**config.mk**
```make
export PLATFORM = sky130hd
export DESIGN_NAME = uvst_cell
export DESIGN_NICKNAME = d
export VERILOG_FILES = /design/src/rtl/uvst_pkg.sv /design/src/rtl/uvst_cell.sv
export SDC_FILE = /design/constraint.sdc
export NUM_CORES = 1
export LEC_CHECK = 0
export BUFFER_PORTS_ARGS = -buffer_cell sky130_fd_sc_hd__buf_4
export CAP_MARGIN = 20
export CELL_PAD_IN_SITES_DETAIL_PLACEMENT = 0
export CELL_PAD_IN_SITES_GLOBAL_PLACEMENT = 1
export CORE_MARGIN = 4
export CORE_UTILIZATION = 30
export DETAILED_ROUTE_END_ITERATION = 8
export PLACE_DENSITY = 0.82
export SLEW_MARGIN = 20
export SYNTH_ARGS = -nofsm -noshare
export SYNTH_HDL_FRONTEND = slang
export SYNTH_SLANG_ARGS = --single-unit
```
**constraint.sdc**
```tcl
create_clock -name clk -period 2.45 [get_ports clk]
set_input_delay 0.245 -clock clk [delete_from_list [all_inputs] [get_ports clk]]
set_output_delay 0.245 -clock clk [all_outputs]
set_load 0.02 [all_outputs]
```
**src/rtl/uvst_pkg.sv**
```systemverilog
// uvst_pkg: shared types and codes for the unique value set table
// request and status codes, fsm state type and the cell control struct
// no dependencies
package uvst_pkg;

    // fixed payload widths of the request and result channels
    localparam int REQ_W    = 3;
    localparam int DATA_W   = 32;
    localparam int STATUS_W = 3;
    localparam int IDX_W    = 6;
    localparam int COUNT_W  = 7;

    // request kinds
    localparam logic [REQ_W-1:0] REQ_ADD    = 3'd0;
    localparam logic [REQ_W-1:0] REQ_REMOVE = 3'd1;
    localparam logic [REQ_W-1:0] REQ_SEARCH = 3'd2;
    localparam logic [REQ_W-1:0] REQ_FIRST  = 3'd3;
    localparam logic [REQ_W-1:0] REQ_NEXT   = 3'd4;

    // result status codes
    localparam logic [STATUS_W-1:0] STS_OK       = 3'd0;
    localparam logic [STATUS_W-1:0] STS_DUP      = 3'd1;
    localparam logic [STATUS_W-1:0] STS_NOTFOUND = 3'd2;
    localparam logic [STATUS_W-1:0] STS_END      = 3'd3;
    localparam logic [STATUS_W-1:0] STS_FULL     = 3'd4;
    localparam logic [STATUS_W-1:0] STS_EMPTY    = 3'd5;

    typedef enum logic [1:0] {
        ST_IDLE,
        ST_SCAN,
        ST_DONE
    } state_t;

    // per-cell control from the sequencer
    typedef struct packed {
        logic shift_en;   // take the neighbor's value (one scan step)
        logic take_head;  // tail cell: take the recirculated head instead
        logic load_en;    // append: take the request key
    } cell_ctrl_t;

endpackage

```
**src/rtl/uvst_cell.sv**
```systemverilog
// uvst_cell: one storage cell of the table chain
// holds one entry, shifts from its neighbor, takes the head or the key
// depends on uvst_pkg for the cell control struct
module uvst_cell #(
    parameter int VALUE_WIDTH = 32
) (
    input  logic                    clk,
    input  uvst_pkg::cell_ctrl_t    ctrl,
    input  logic [VALUE_WIDTH-1:0]  nbr_data,
    input  logic [VALUE_WIDTH-1:0]  head_data,
    input  logic [VALUE_WIDTH-1:0]  key,
    output logic [VALUE_WIDTH-1:0]  data
);

    logic [VALUE_WIDTH-1:0] data_reg;
    logic [VALUE_WIDTH-1:0] data_next;

    always_comb
    begin
        data_next = data_reg;
        if (ctrl.load_en)
        begin
            data_next = key;
        end
        else if (ctrl.shift_en)
        begin
            data_next = ctrl.take_head ? head_data : nbr_data;
        end
    end

    // payload only, no reset
    always_ff @(posedge clk)
    begin
        data_reg <= data_next;
    end

    assign data = data_reg;

endmodule

```
==> results.sh, run 1 <==
export IMPL_synth_area_leaders="edfxtp_1 57%, mux2i_1 19%, o21ai_1 9.0%, nand2_1 7.2%, buf_12 3.6%"
export IMPL_grt_pass1_wl_microns=6730
export IMPL_cts_setup_buffers=0
export IMPL_route_detailed_drc=0
export IMPL_setup_viol=0
export IMPL_multi_input_comb_area_sq_um=607
export IMPL_clkSlewWorstSetupHoldPaths_ns=0.07
export IMPL_htree_levels=2
export IMPL_clock_sinks=32
export IMPL_cap_violations=0
export IMPL_port_buffers=131
export IMPL_antenna_found_initial=0
export IMPL_critical_path_required_ns=2.20
export IMPL_drive_gt1_share_pct=52.0
export IMPL_status="completed"
export IMPL_ir_drop_uv=235
export IMPL_crit_slowest_cell="edfxtp_1"
export IMPL_max_clock_freq_ghz=0.942
export IMPL_synthTopCellsByCount="32 x edfxtp_1, 32 x mux2i_1, 32 x nand2_1, 30 x o21ai_1, 6 x buf_2"
export IMPL_clock_tree_buffer_depth=2
export IMPL_drt_wl_total_microns=4630
export IMPL_finalHoldViolations=0
export IMPL_place_congestion=0.725
export IMPL_syn_area_sq_um=1670
export IMPL_dp_cells=331
export IMPL_holdBufCountCts=0
export IMPL_wire_per_inst_microns=13.7
export IMPL_n_antenna_cell=0
export IMPL_grt_pass1_vias=1500
export IMPL_path_max_fanout=1
export IMPL_num_fill_cells=520
export IMPL_firstDrtPassIters=6
export IMPL_largest_register_ffs=32
export IMPL_ys_types=10
export IMPL_async_reset_ff_share_pct=0
export IMPL_drv_slew=0
export IMPL_leakage_nw=1.32
export IMPL_die_w_microns=82.7
export IMPL_layout_nets=368
export IMPL_dp_slack_ns=1.09
export IMPL_setup_ws_ns=1.39
export IMPL_overflow=0
export IMPL_die_y_microns=82.7
export IMPL_synth_largest_area_cell="edfxtp_1"
export IMPL_cp_top_family="flip-flops"
export IMPL_endpoint_kind="output pin"
export IMPL_p_total_mw=1.48
export IMPL_seq_area_frac_synth_pct=57.4
export IMPL_syn_area_per_cell_sq_um=11.9
export IMPL_fp_row_count=26
export IMPL_routed_via_density=4.38
export IMPL_powerDensity_nw_per_um2=542
export IMPL_cts_tree="yes"
export IMPL_area_delta_synth_final_pct=63.1
export IMPL_whs_ns=0.252
export IMPL_cp_arrival_ns=0.82
export IMPL_yosysTopAreaCellShare_pct=57.4
export IMPL_initialDrtViolationCount=46
export IMPL_worst_pin_slew_ns=0.752
export IMPL_dieArea_sq_um=6840
export IMPL_post_route_min_period_ns=1.06
export IMPL_synth_nets=240
export IMPL_synth_edf_count=32
export IMPL_start_kind="flip-flop"
export IMPL_core_area_sq_um=5270
export IMPL_yosys_warnings=0
export IMPL_initial_utilization_pct=31.7
export IMPL_grt_max_degree=65
export IMPL_cp_buffers_inverters=1
export IMPL_rsz0062_at_grt="no"
export IMPL_hp_class="input port to flip-flop"
export IMPL_cts_root_buf="clkbuf_8"
export IMPL_post_dp_hpwl_microns=3540
export IMPL_crit_type="flip-flop to output pin"
export IMPL_critical_path_max_stage_delay_ns=0.38
export IMPL_final_cells=339
export IMPL_path_cells="buf_4"
export IMPL_seq_area_sq_um=961
export IMPL_ios=132
export IMPL_post_cts_resized=0
export IMPL_synth_flop_cell="edfxtp_1"
export IMPL_relSlewSlack_pct=49.9
export IMPL_fin_crit_sh_pct=43.3
export IMPL_tns_ns=0
export IMPL_grtUsageTotal_pct=13.2
export IMPL_numCtsBuffers=5
export IMPL_route_vias_total=1484
export IMPL_synth_seq_cells=32
export IMPL_syn_inst=140
export IMPL_ant_nets=0
## cell type report
cell class | count | share of cell area (%)
sequential | 32 | 35.2
clock buffer | 5 | 2.52
tap | 70 | 3.21
clock inverter | 3 | 0.504
multi-input combinational | 97 | 22.2
timing repair buffer | 132 | 36.3
## per-layer routing
| metal | routed length [microns] | vias up | global-route usage [%] |
|---|---|---|---|
| met4 | 70 | 0 | 5.56 |
| met2 | 2460 | 69 | 25.2 |
| met1 | 1590 | 645 | 12.7 |
| met5 | 0 | - | 0 |
| met3 | 510 | 6 | 4.66 |
| li1 | - | 764 | - |
## where the power goes
group	internal [mW]	switching (mW)
Clock	0.192	0.184
Sequential	0.678	0.0163
Combinational	0.217	0.191
## stage by stage
stage          area (sq um)  utilization (%)
2_1_floorplan          1670                -
3_3_place_gp           2650             50.2
3_5_place_dp           2650             50.2
4_1_cts                2730             51.8
5_1_grt                2730             51.8
6_report               2730             51.8
## final timing paths
check,start,to,cells past startpoint
worst max-delay path,data[30]$_DFFE_PP_,data[30],1
worst min-delay path,key[19],data[19]$_DFFE_PP_,3
## cells in the final DEF (no fill, tap or decap), drive strengths merged
| cell | instances |
|---|---|
| o21ai | 32 |
| edfxtp | 32 |
| nand2 | 32 |
| or2 | 1 |
| clkbuf | 5 |
| buf | 132 |
| mux2i | 32 |
| clkinv | 3 |
## cells by family after synthesis
group | Yosys count | synth area share [%]
and+or+nand+nor | 33 | 7.55
AOI/OAI and AO/OA | 32 | 9.57
muxes | 32 | 19.1
DFF | 32 | 57.4
buffers and inverters | 11 | 6.28
Note: power is estimated with default switching activity, not from simulation.
==> run 2, diff against run 1 <==
- CORE_UTILIZATION: 30 -> 25
- PLACE_DENSITY: 0.82 -> 0.73
- clock period: 2.45 -> 0.9 ns (I/O delays scaled with it)
==> run 2 against run 1 <==
  * The run now ends with negative setup slack left
  * Sequential power grew to 2.8 times the previous value
  * Wire length is 1.8% lower
  * Core utilization is 6.4 points lower
  * Die area is 18% higher
  * Clock power grew to 2.8 times the previous value
  * Final cell count is 3.2% higher
  * Final area is 6.7% higher
  * Combinational power grew to 3.0 times the previous value
  * Global-route usage is 2.1 points lower
  * Sequential cell count stayed put
  * Critical path depth stayed put
  * Critical path type unchanged
==> results.sh, run 2 (synthesis results as in run 1) <==
export IMPL_relSlewSlack_pct=69.4
export IMPL_hold_depth=3
export IMPL_route_vias_total=1483
export IMPL_initial_utilization_pct=26.0
export IMPL_holdPathEnd="data[31]$_DFFE_PP_"
export IMPL_dpl_cell_area_sq_um=2710
export IMPL_setup_ws_ns=-0.0162
export IMPL_drv_slew=0
export IMPL_cts_tree="yes"
export IMPL_fin_crit_sh_pct=102
export IMPL_grt_pass1_wl_microns=7250
export IMPL_port_buffers=131
export IMPL_fp_row_count=29
export IMPL_endpoint_kind="output pin"
export IMPL_holdCritStartpoint="key[31]"
export IMPL_cts_setup_buffers=0
export IMPL_worst_pin_slew_ns=0.459
export IMPL_dp_slack_ns=-0.0967
export IMPL_post_cts_resized=23
export IMPL_initialDrtViolationCount=41
export IMPL_place_congestion=0.715
export IMPL_path_cells="buf_6"
export IMPL_die_w_microns=89.8
export IMPL_ir_drop_uv=478
export IMPL_whs_ns=0.0940
export IMPL_critical_path_max_stage_delay_ns=0.40
export IMPL_start_kind="flip-flop"
export IMPL_violations="negative setup slack"
export IMPL_htree_levels=2
export IMPL_layout_nets=372
export IMPL_rsz0062_at_grt="yes"
export IMPL_post_route_min_period_ns=0.916
export IMPL_final_cell_mix="103 x buf_4, 32 x mux2i_1, 32 x nand2_1, 32 x edfxtp_1, 31 x buf_6"
export IMPL_overflow=0
export IMPL_area_delta_synth_final_pct=74.0
export IMPL_num_fill_cells=603
export IMPL_numCtsBuffers=5
export IMPL_drive_gt1_share_pct=52.7
export IMPL_multi_input_comb_area_sq_um=609
export IMPL_dieArea_sq_um=8060
export IMPL_grt_pass1_vias=1536
export IMPL_ant_nets=0
export IMPL_holdBufCountCts=0
export IMPL_cp_arrival_ns=0.83
export IMPL_crit_slowest_cell="edfxtp_1"
export IMPL_leakage_nw=1.38
export IMPL_largest_register_ffs=32
export IMPL_clkSlewWorstSetupHoldPaths_ns=0.07
export IMPL_clock_sinks=32
export IMPL_crit_type="flip-flop to output pin"
export IMPL_cap_violations=0
export IMPL_cp_buffers_inverters=1
export IMPL_route_detailed_drc=0
export IMPL_critical_path_required_ns=0.81
export IMPL_hp_class="input port to flip-flop"
export IMPL_post_dp_hpwl_microns=3670
export IMPL_n_antenna_cell=0
export IMPL_grt_max_degree=33
export IMPL_cp_top_family="flip-flops"
export IMPL_die_y_microns=89.8
export IMPL_grtUsageTotal_pct=11.2
export IMPL_seq_area_sq_um=961
export IMPL_core_area_sq_um=6420
export IMPL_drt_wl_total_microns=4550
export IMPL_final_area_sq_um=2910
export IMPL_firstDrtPassIters=4
export IMPL_layout_commonest_cell="buf_4"
export IMPL_routed_via_density=4.24
export IMPL_setup_viol=2
export IMPL_finalHoldViolations=0
export IMPL_powerDensity_nw_per_um2=1450
export IMPL_wire_per_inst_microns=13.0
export IMPL_cts_root_buf="clkbuf_8"
export IMPL_antenna_found_initial=0
export IMPL_path_max_fanout=1
export IMPL_clock_tree_buffer_depth=2
export IMPL_max_clock_freq_ghz=1.09
export IMPL_ios=132
export IMPL_status="finished with violations"
## run 2: stage by stage
stage	utilization, %	TNS, ns	power [mW]	std cells
floorplan	-	0	2.45	140
global placement	42.2	-2.89	3.07	342
detailed placement	42.2	-3.74	3.09	342
CTS	44.9	-0.250	4.24	350
global route	45.3	-1.09	4.44	350
finish	45.3	-0.0187	4.21	350
## run 2: final cells by class
type	instances	share of cell area, %
clock buffer	5	2.36
timing repair buffer	136	39.9
multi-input combinational	97	20.9
clock inverter	3	0.473
tap	77	3.31
sequential	32	33.0
## run 2: report_power, final
part           switching [mW]  internal, mW  total (mW)  leakage, nW
logic                   0.530         0.714        1.24         1.01
registers              0.0722          1.85        1.92        0.330
clock network           0.518         0.524        1.04       0.0453
## run 2: layer usage
metal  GRT usage, %  up-vias  part of all wire (%)
met2           19.4       73                    49
met3           5.76        5                    11
met4           2.68        0                   1.0
met5              0        -                     0
li1               -      770                     -
met1           12.0      635                    39
## run 2: worst max-delay path by stage
stage,startpoint,to,slack [ns],cells past startpoint
floorplan,ctrl[0],data[0]$_DFFE_PP_,0.03,2
global placement,ctrl[0],data[8]$_DFFE_PP_,-0.07,2
detailed placement,ctrl[1],data[9]$_DFFE_PP_,-0.1,4
CTS,data[7]$_DFFE_PP_,data[7],-0.03,1
global route,data[15]$_DFFE_PP_,data[15],-0.06,1
finish,data[7]$_DFFE_PP_,data[7],-0.02,1
## run 2: tightest hold or removal path: stages
cell     delay (ns)
buf_4          0.07
nand2_1        0.04
o21ai_0        0.06
==> run 3, diff against run 2 <==
==> constraint.sdc (replaced) <==
create_clock -name clk -period 0.9 [get_ports clk]
set_input_delay 0 -clock clk [delete_from_list [all_inputs] [get_ports clk]]
set_output_delay 0 -clock clk [all_outputs]
set_load 0.02 [all_outputs]
==> run 3 against run 2 <==
  * The flow now finishes without violations
  * Final area barely moved
  * Die area is the same
  * Wire length is 5.9% higher
  * Sequential power barely moved
  * First-iteration DRC count rose by 49%
  * Global-route usage increased by 0.54 points
  * Combinational power fell by 4%
  * Clock power barely moved
  * Hold slack got worse by 0.085 ns
  * Worst setup slack improved by 0.097 ns
  * Fmax grew 12%
==> results.sh, run 3 (synthesis results as in run 1) <==
export IMPL_endpoint_kind="output pin"
export IMPL_n_antenna_cell=0
export IMPL_drv_slew=0
export IMPL_hp_class="input port to flip-flop"
export IMPL_route_detailed_drc=0
export IMPL_ir_drop_uv=762
export IMPL_relSlewSlack_pct=69.7
export IMPL_grt_pass1_wl_microns=7610
export IMPL_drt_wl_total_microns=4810
export IMPL_post_route_min_period_ns=0.820
export IMPL_overflow=0
export IMPL_cts_root_buf="clkbuf_8"
export IMPL_max_clock_freq_ghz=1.22
export IMPL_power_frac_comb_pct=28.9
export IMPL_die_y_microns=89.8
export IMPL_fp_row_count=29
export IMPL_cp_top_family="flip-flops"
export IMPL_path_max_fanout=1
export IMPL_ios=132
export IMPL_critical_path_required_ns=0.90
export IMPL_area_delta_synth_final_pct=74.0
export IMPL_crit_type="flip-flop to output pin"
export IMPL_firstDrtPassIters=4
export IMPL_grtUsageTotal_pct=11.7
export IMPL_cts_tree="yes"
export IMPL_antenna_found_initial=0
export IMPL_clkSlewWorstSetupHoldPaths_ns=0.06
export IMPL_port_buffers=131
export IMPL_grt_max_degree=33
export IMPL_numCtsBuffers=5
export IMPL_clock_sinks=32
export IMPL_largest_register_ffs=32
export IMPL_start_kind="flip-flop"
export IMPL_p_int_mw=3.03
export IMPL_switching_share_pct=26.4
export IMPL_die_w_microns=89.8
export IMPL_p_switching_mw=1.09
export IMPL_clock_tree_buffer_depth=2
export IMPL_fin_crit_sh_pct=91.1
export IMPL_layout_nets=384
export IMPL_rsz0062_at_grt="no"
export IMPL_place_congestion=0.689
export IMPL_critical_path_max_stage_delay_ns=0.38
export IMPL_setup_viol=0
export IMPL_dieArea_sq_um=8060
export IMPL_wire_per_inst_microns=13.3
export IMPL_clkPwrFrac_pct=25.3
export IMPL_post_dp_hpwl_microns=3770
export IMPL_ant_nets=0
export IMPL_routed_via_density=4.28
export IMPL_fin_util_pct=45.3
export IMPL_final_cell_mix="135 x buf_4, 32 x mux2i_1, 32 x nand2_1, 32 x edfxtp_1, 30 x o21ai_1"
export IMPL_route_vias_total=1550
export IMPL_grt_pass1_vias=1568
export IMPL_finalHoldViolations=0
export IMPL_powerDensity_nw_per_um2=1420
export IMPL_seqPwrFrac_pct=45.8
export IMPL_drive_gt1_share_pct=50.2
export IMPL_post_cts_resized=0
export IMPL_num_fill_cells=625
export IMPL_holdBufCountCts=11
export IMPL_core_area_sq_um=6420
export IMPL_htree_levels=2
export IMPL_cts_setup_buffers=0
export IMPL_layout_commonest_cell="buf_4"
export IMPL_leakage_nw=1.39
export IMPL_cp_arrival_ns=0.82
export IMPL_initial_utilization_pct=26.0
export IMPL_worst_pin_slew_ns=0.454
export IMPL_cp_buffers_inverters=1
export IMPL_path_cells="buf_4"
export IMPL_crit_slowest_cell="edfxtp_1"
export IMPL_initialDrtViolationCount=61
export IMPL_status="completed"
export IMPL_cap_violations=0
export IMPL_tns_ns=0
## run 3: cell types whose count changed in the layout (fill, tap and decap cells not counted), sizes merged
cell	change
clkbuf	+2
clkinv	-2
dlygate4sd3	+11
buf	+1
## run 3: final cells by class
cell class	count	area, sq um	area share (%)
clock buffers	7	76.3	2.62
well taps	77	96.3	3.31
repair buffers	148	1160	40.0
flip-flops and latches	32	961	33.0
clock inverters	1	3.75	0.129
multi-input cells	97	609	20.9
## run 3: through the flow
| step | power [mW] | setup slack, ns | hold WS, ns | cell area [sq um] | instances |
|---|---|---|---|---|---|
| detailed placement | 3.10 | 0.00957 | 0.289 | 2720 | 343 |
| global placement | 3.08 | 0.0175 | 0.285 | 2720 | 343 |
| finish | 4.12 | 0.0804 | 0.00934 | 2910 | 362 |
| CTS | 4.19 | 0.0506 | 0.000420 | 2910 | 362 |
| floorplan | 2.45 | 0.0781 | 0.191 | 1680 | 140 |
| global route | 4.35 | 0.0205 | 0.00400 | 2910 | 362 |
## run 3: worst paths after layout
kind,startpoint,depth (start not counted),end
setup / recovery,data[3]$_DFFE_PP_,1,data[3]
hold / removal,key[29],3,data[29]$_DFFE_PP_
## run 3: metal layers
layer | GRT usage, % | wire (microns)
met5 | 0 | 0
met4 | 2.68 | 27
met3 | 5.76 | 463
met2 | 20.4 | 2520
met1 | 12.8 | 1810
## run 3: power by group through the flow
stage | clock (mW) | combinational, mW | sequential (mW)
3_3_place_gp | 0 | 1.16 | 1.92
3_5_place_dp | 0 | 1.17 | 1.92
5_1_grt | 1.16 | 1.28 | 1.91
6_report | 1.04 | 1.19 | 1.89
4_1_cts | 1.08 | 1.21 | 1.89
2_1_floorplan | 0 | 0.294 | 2.16
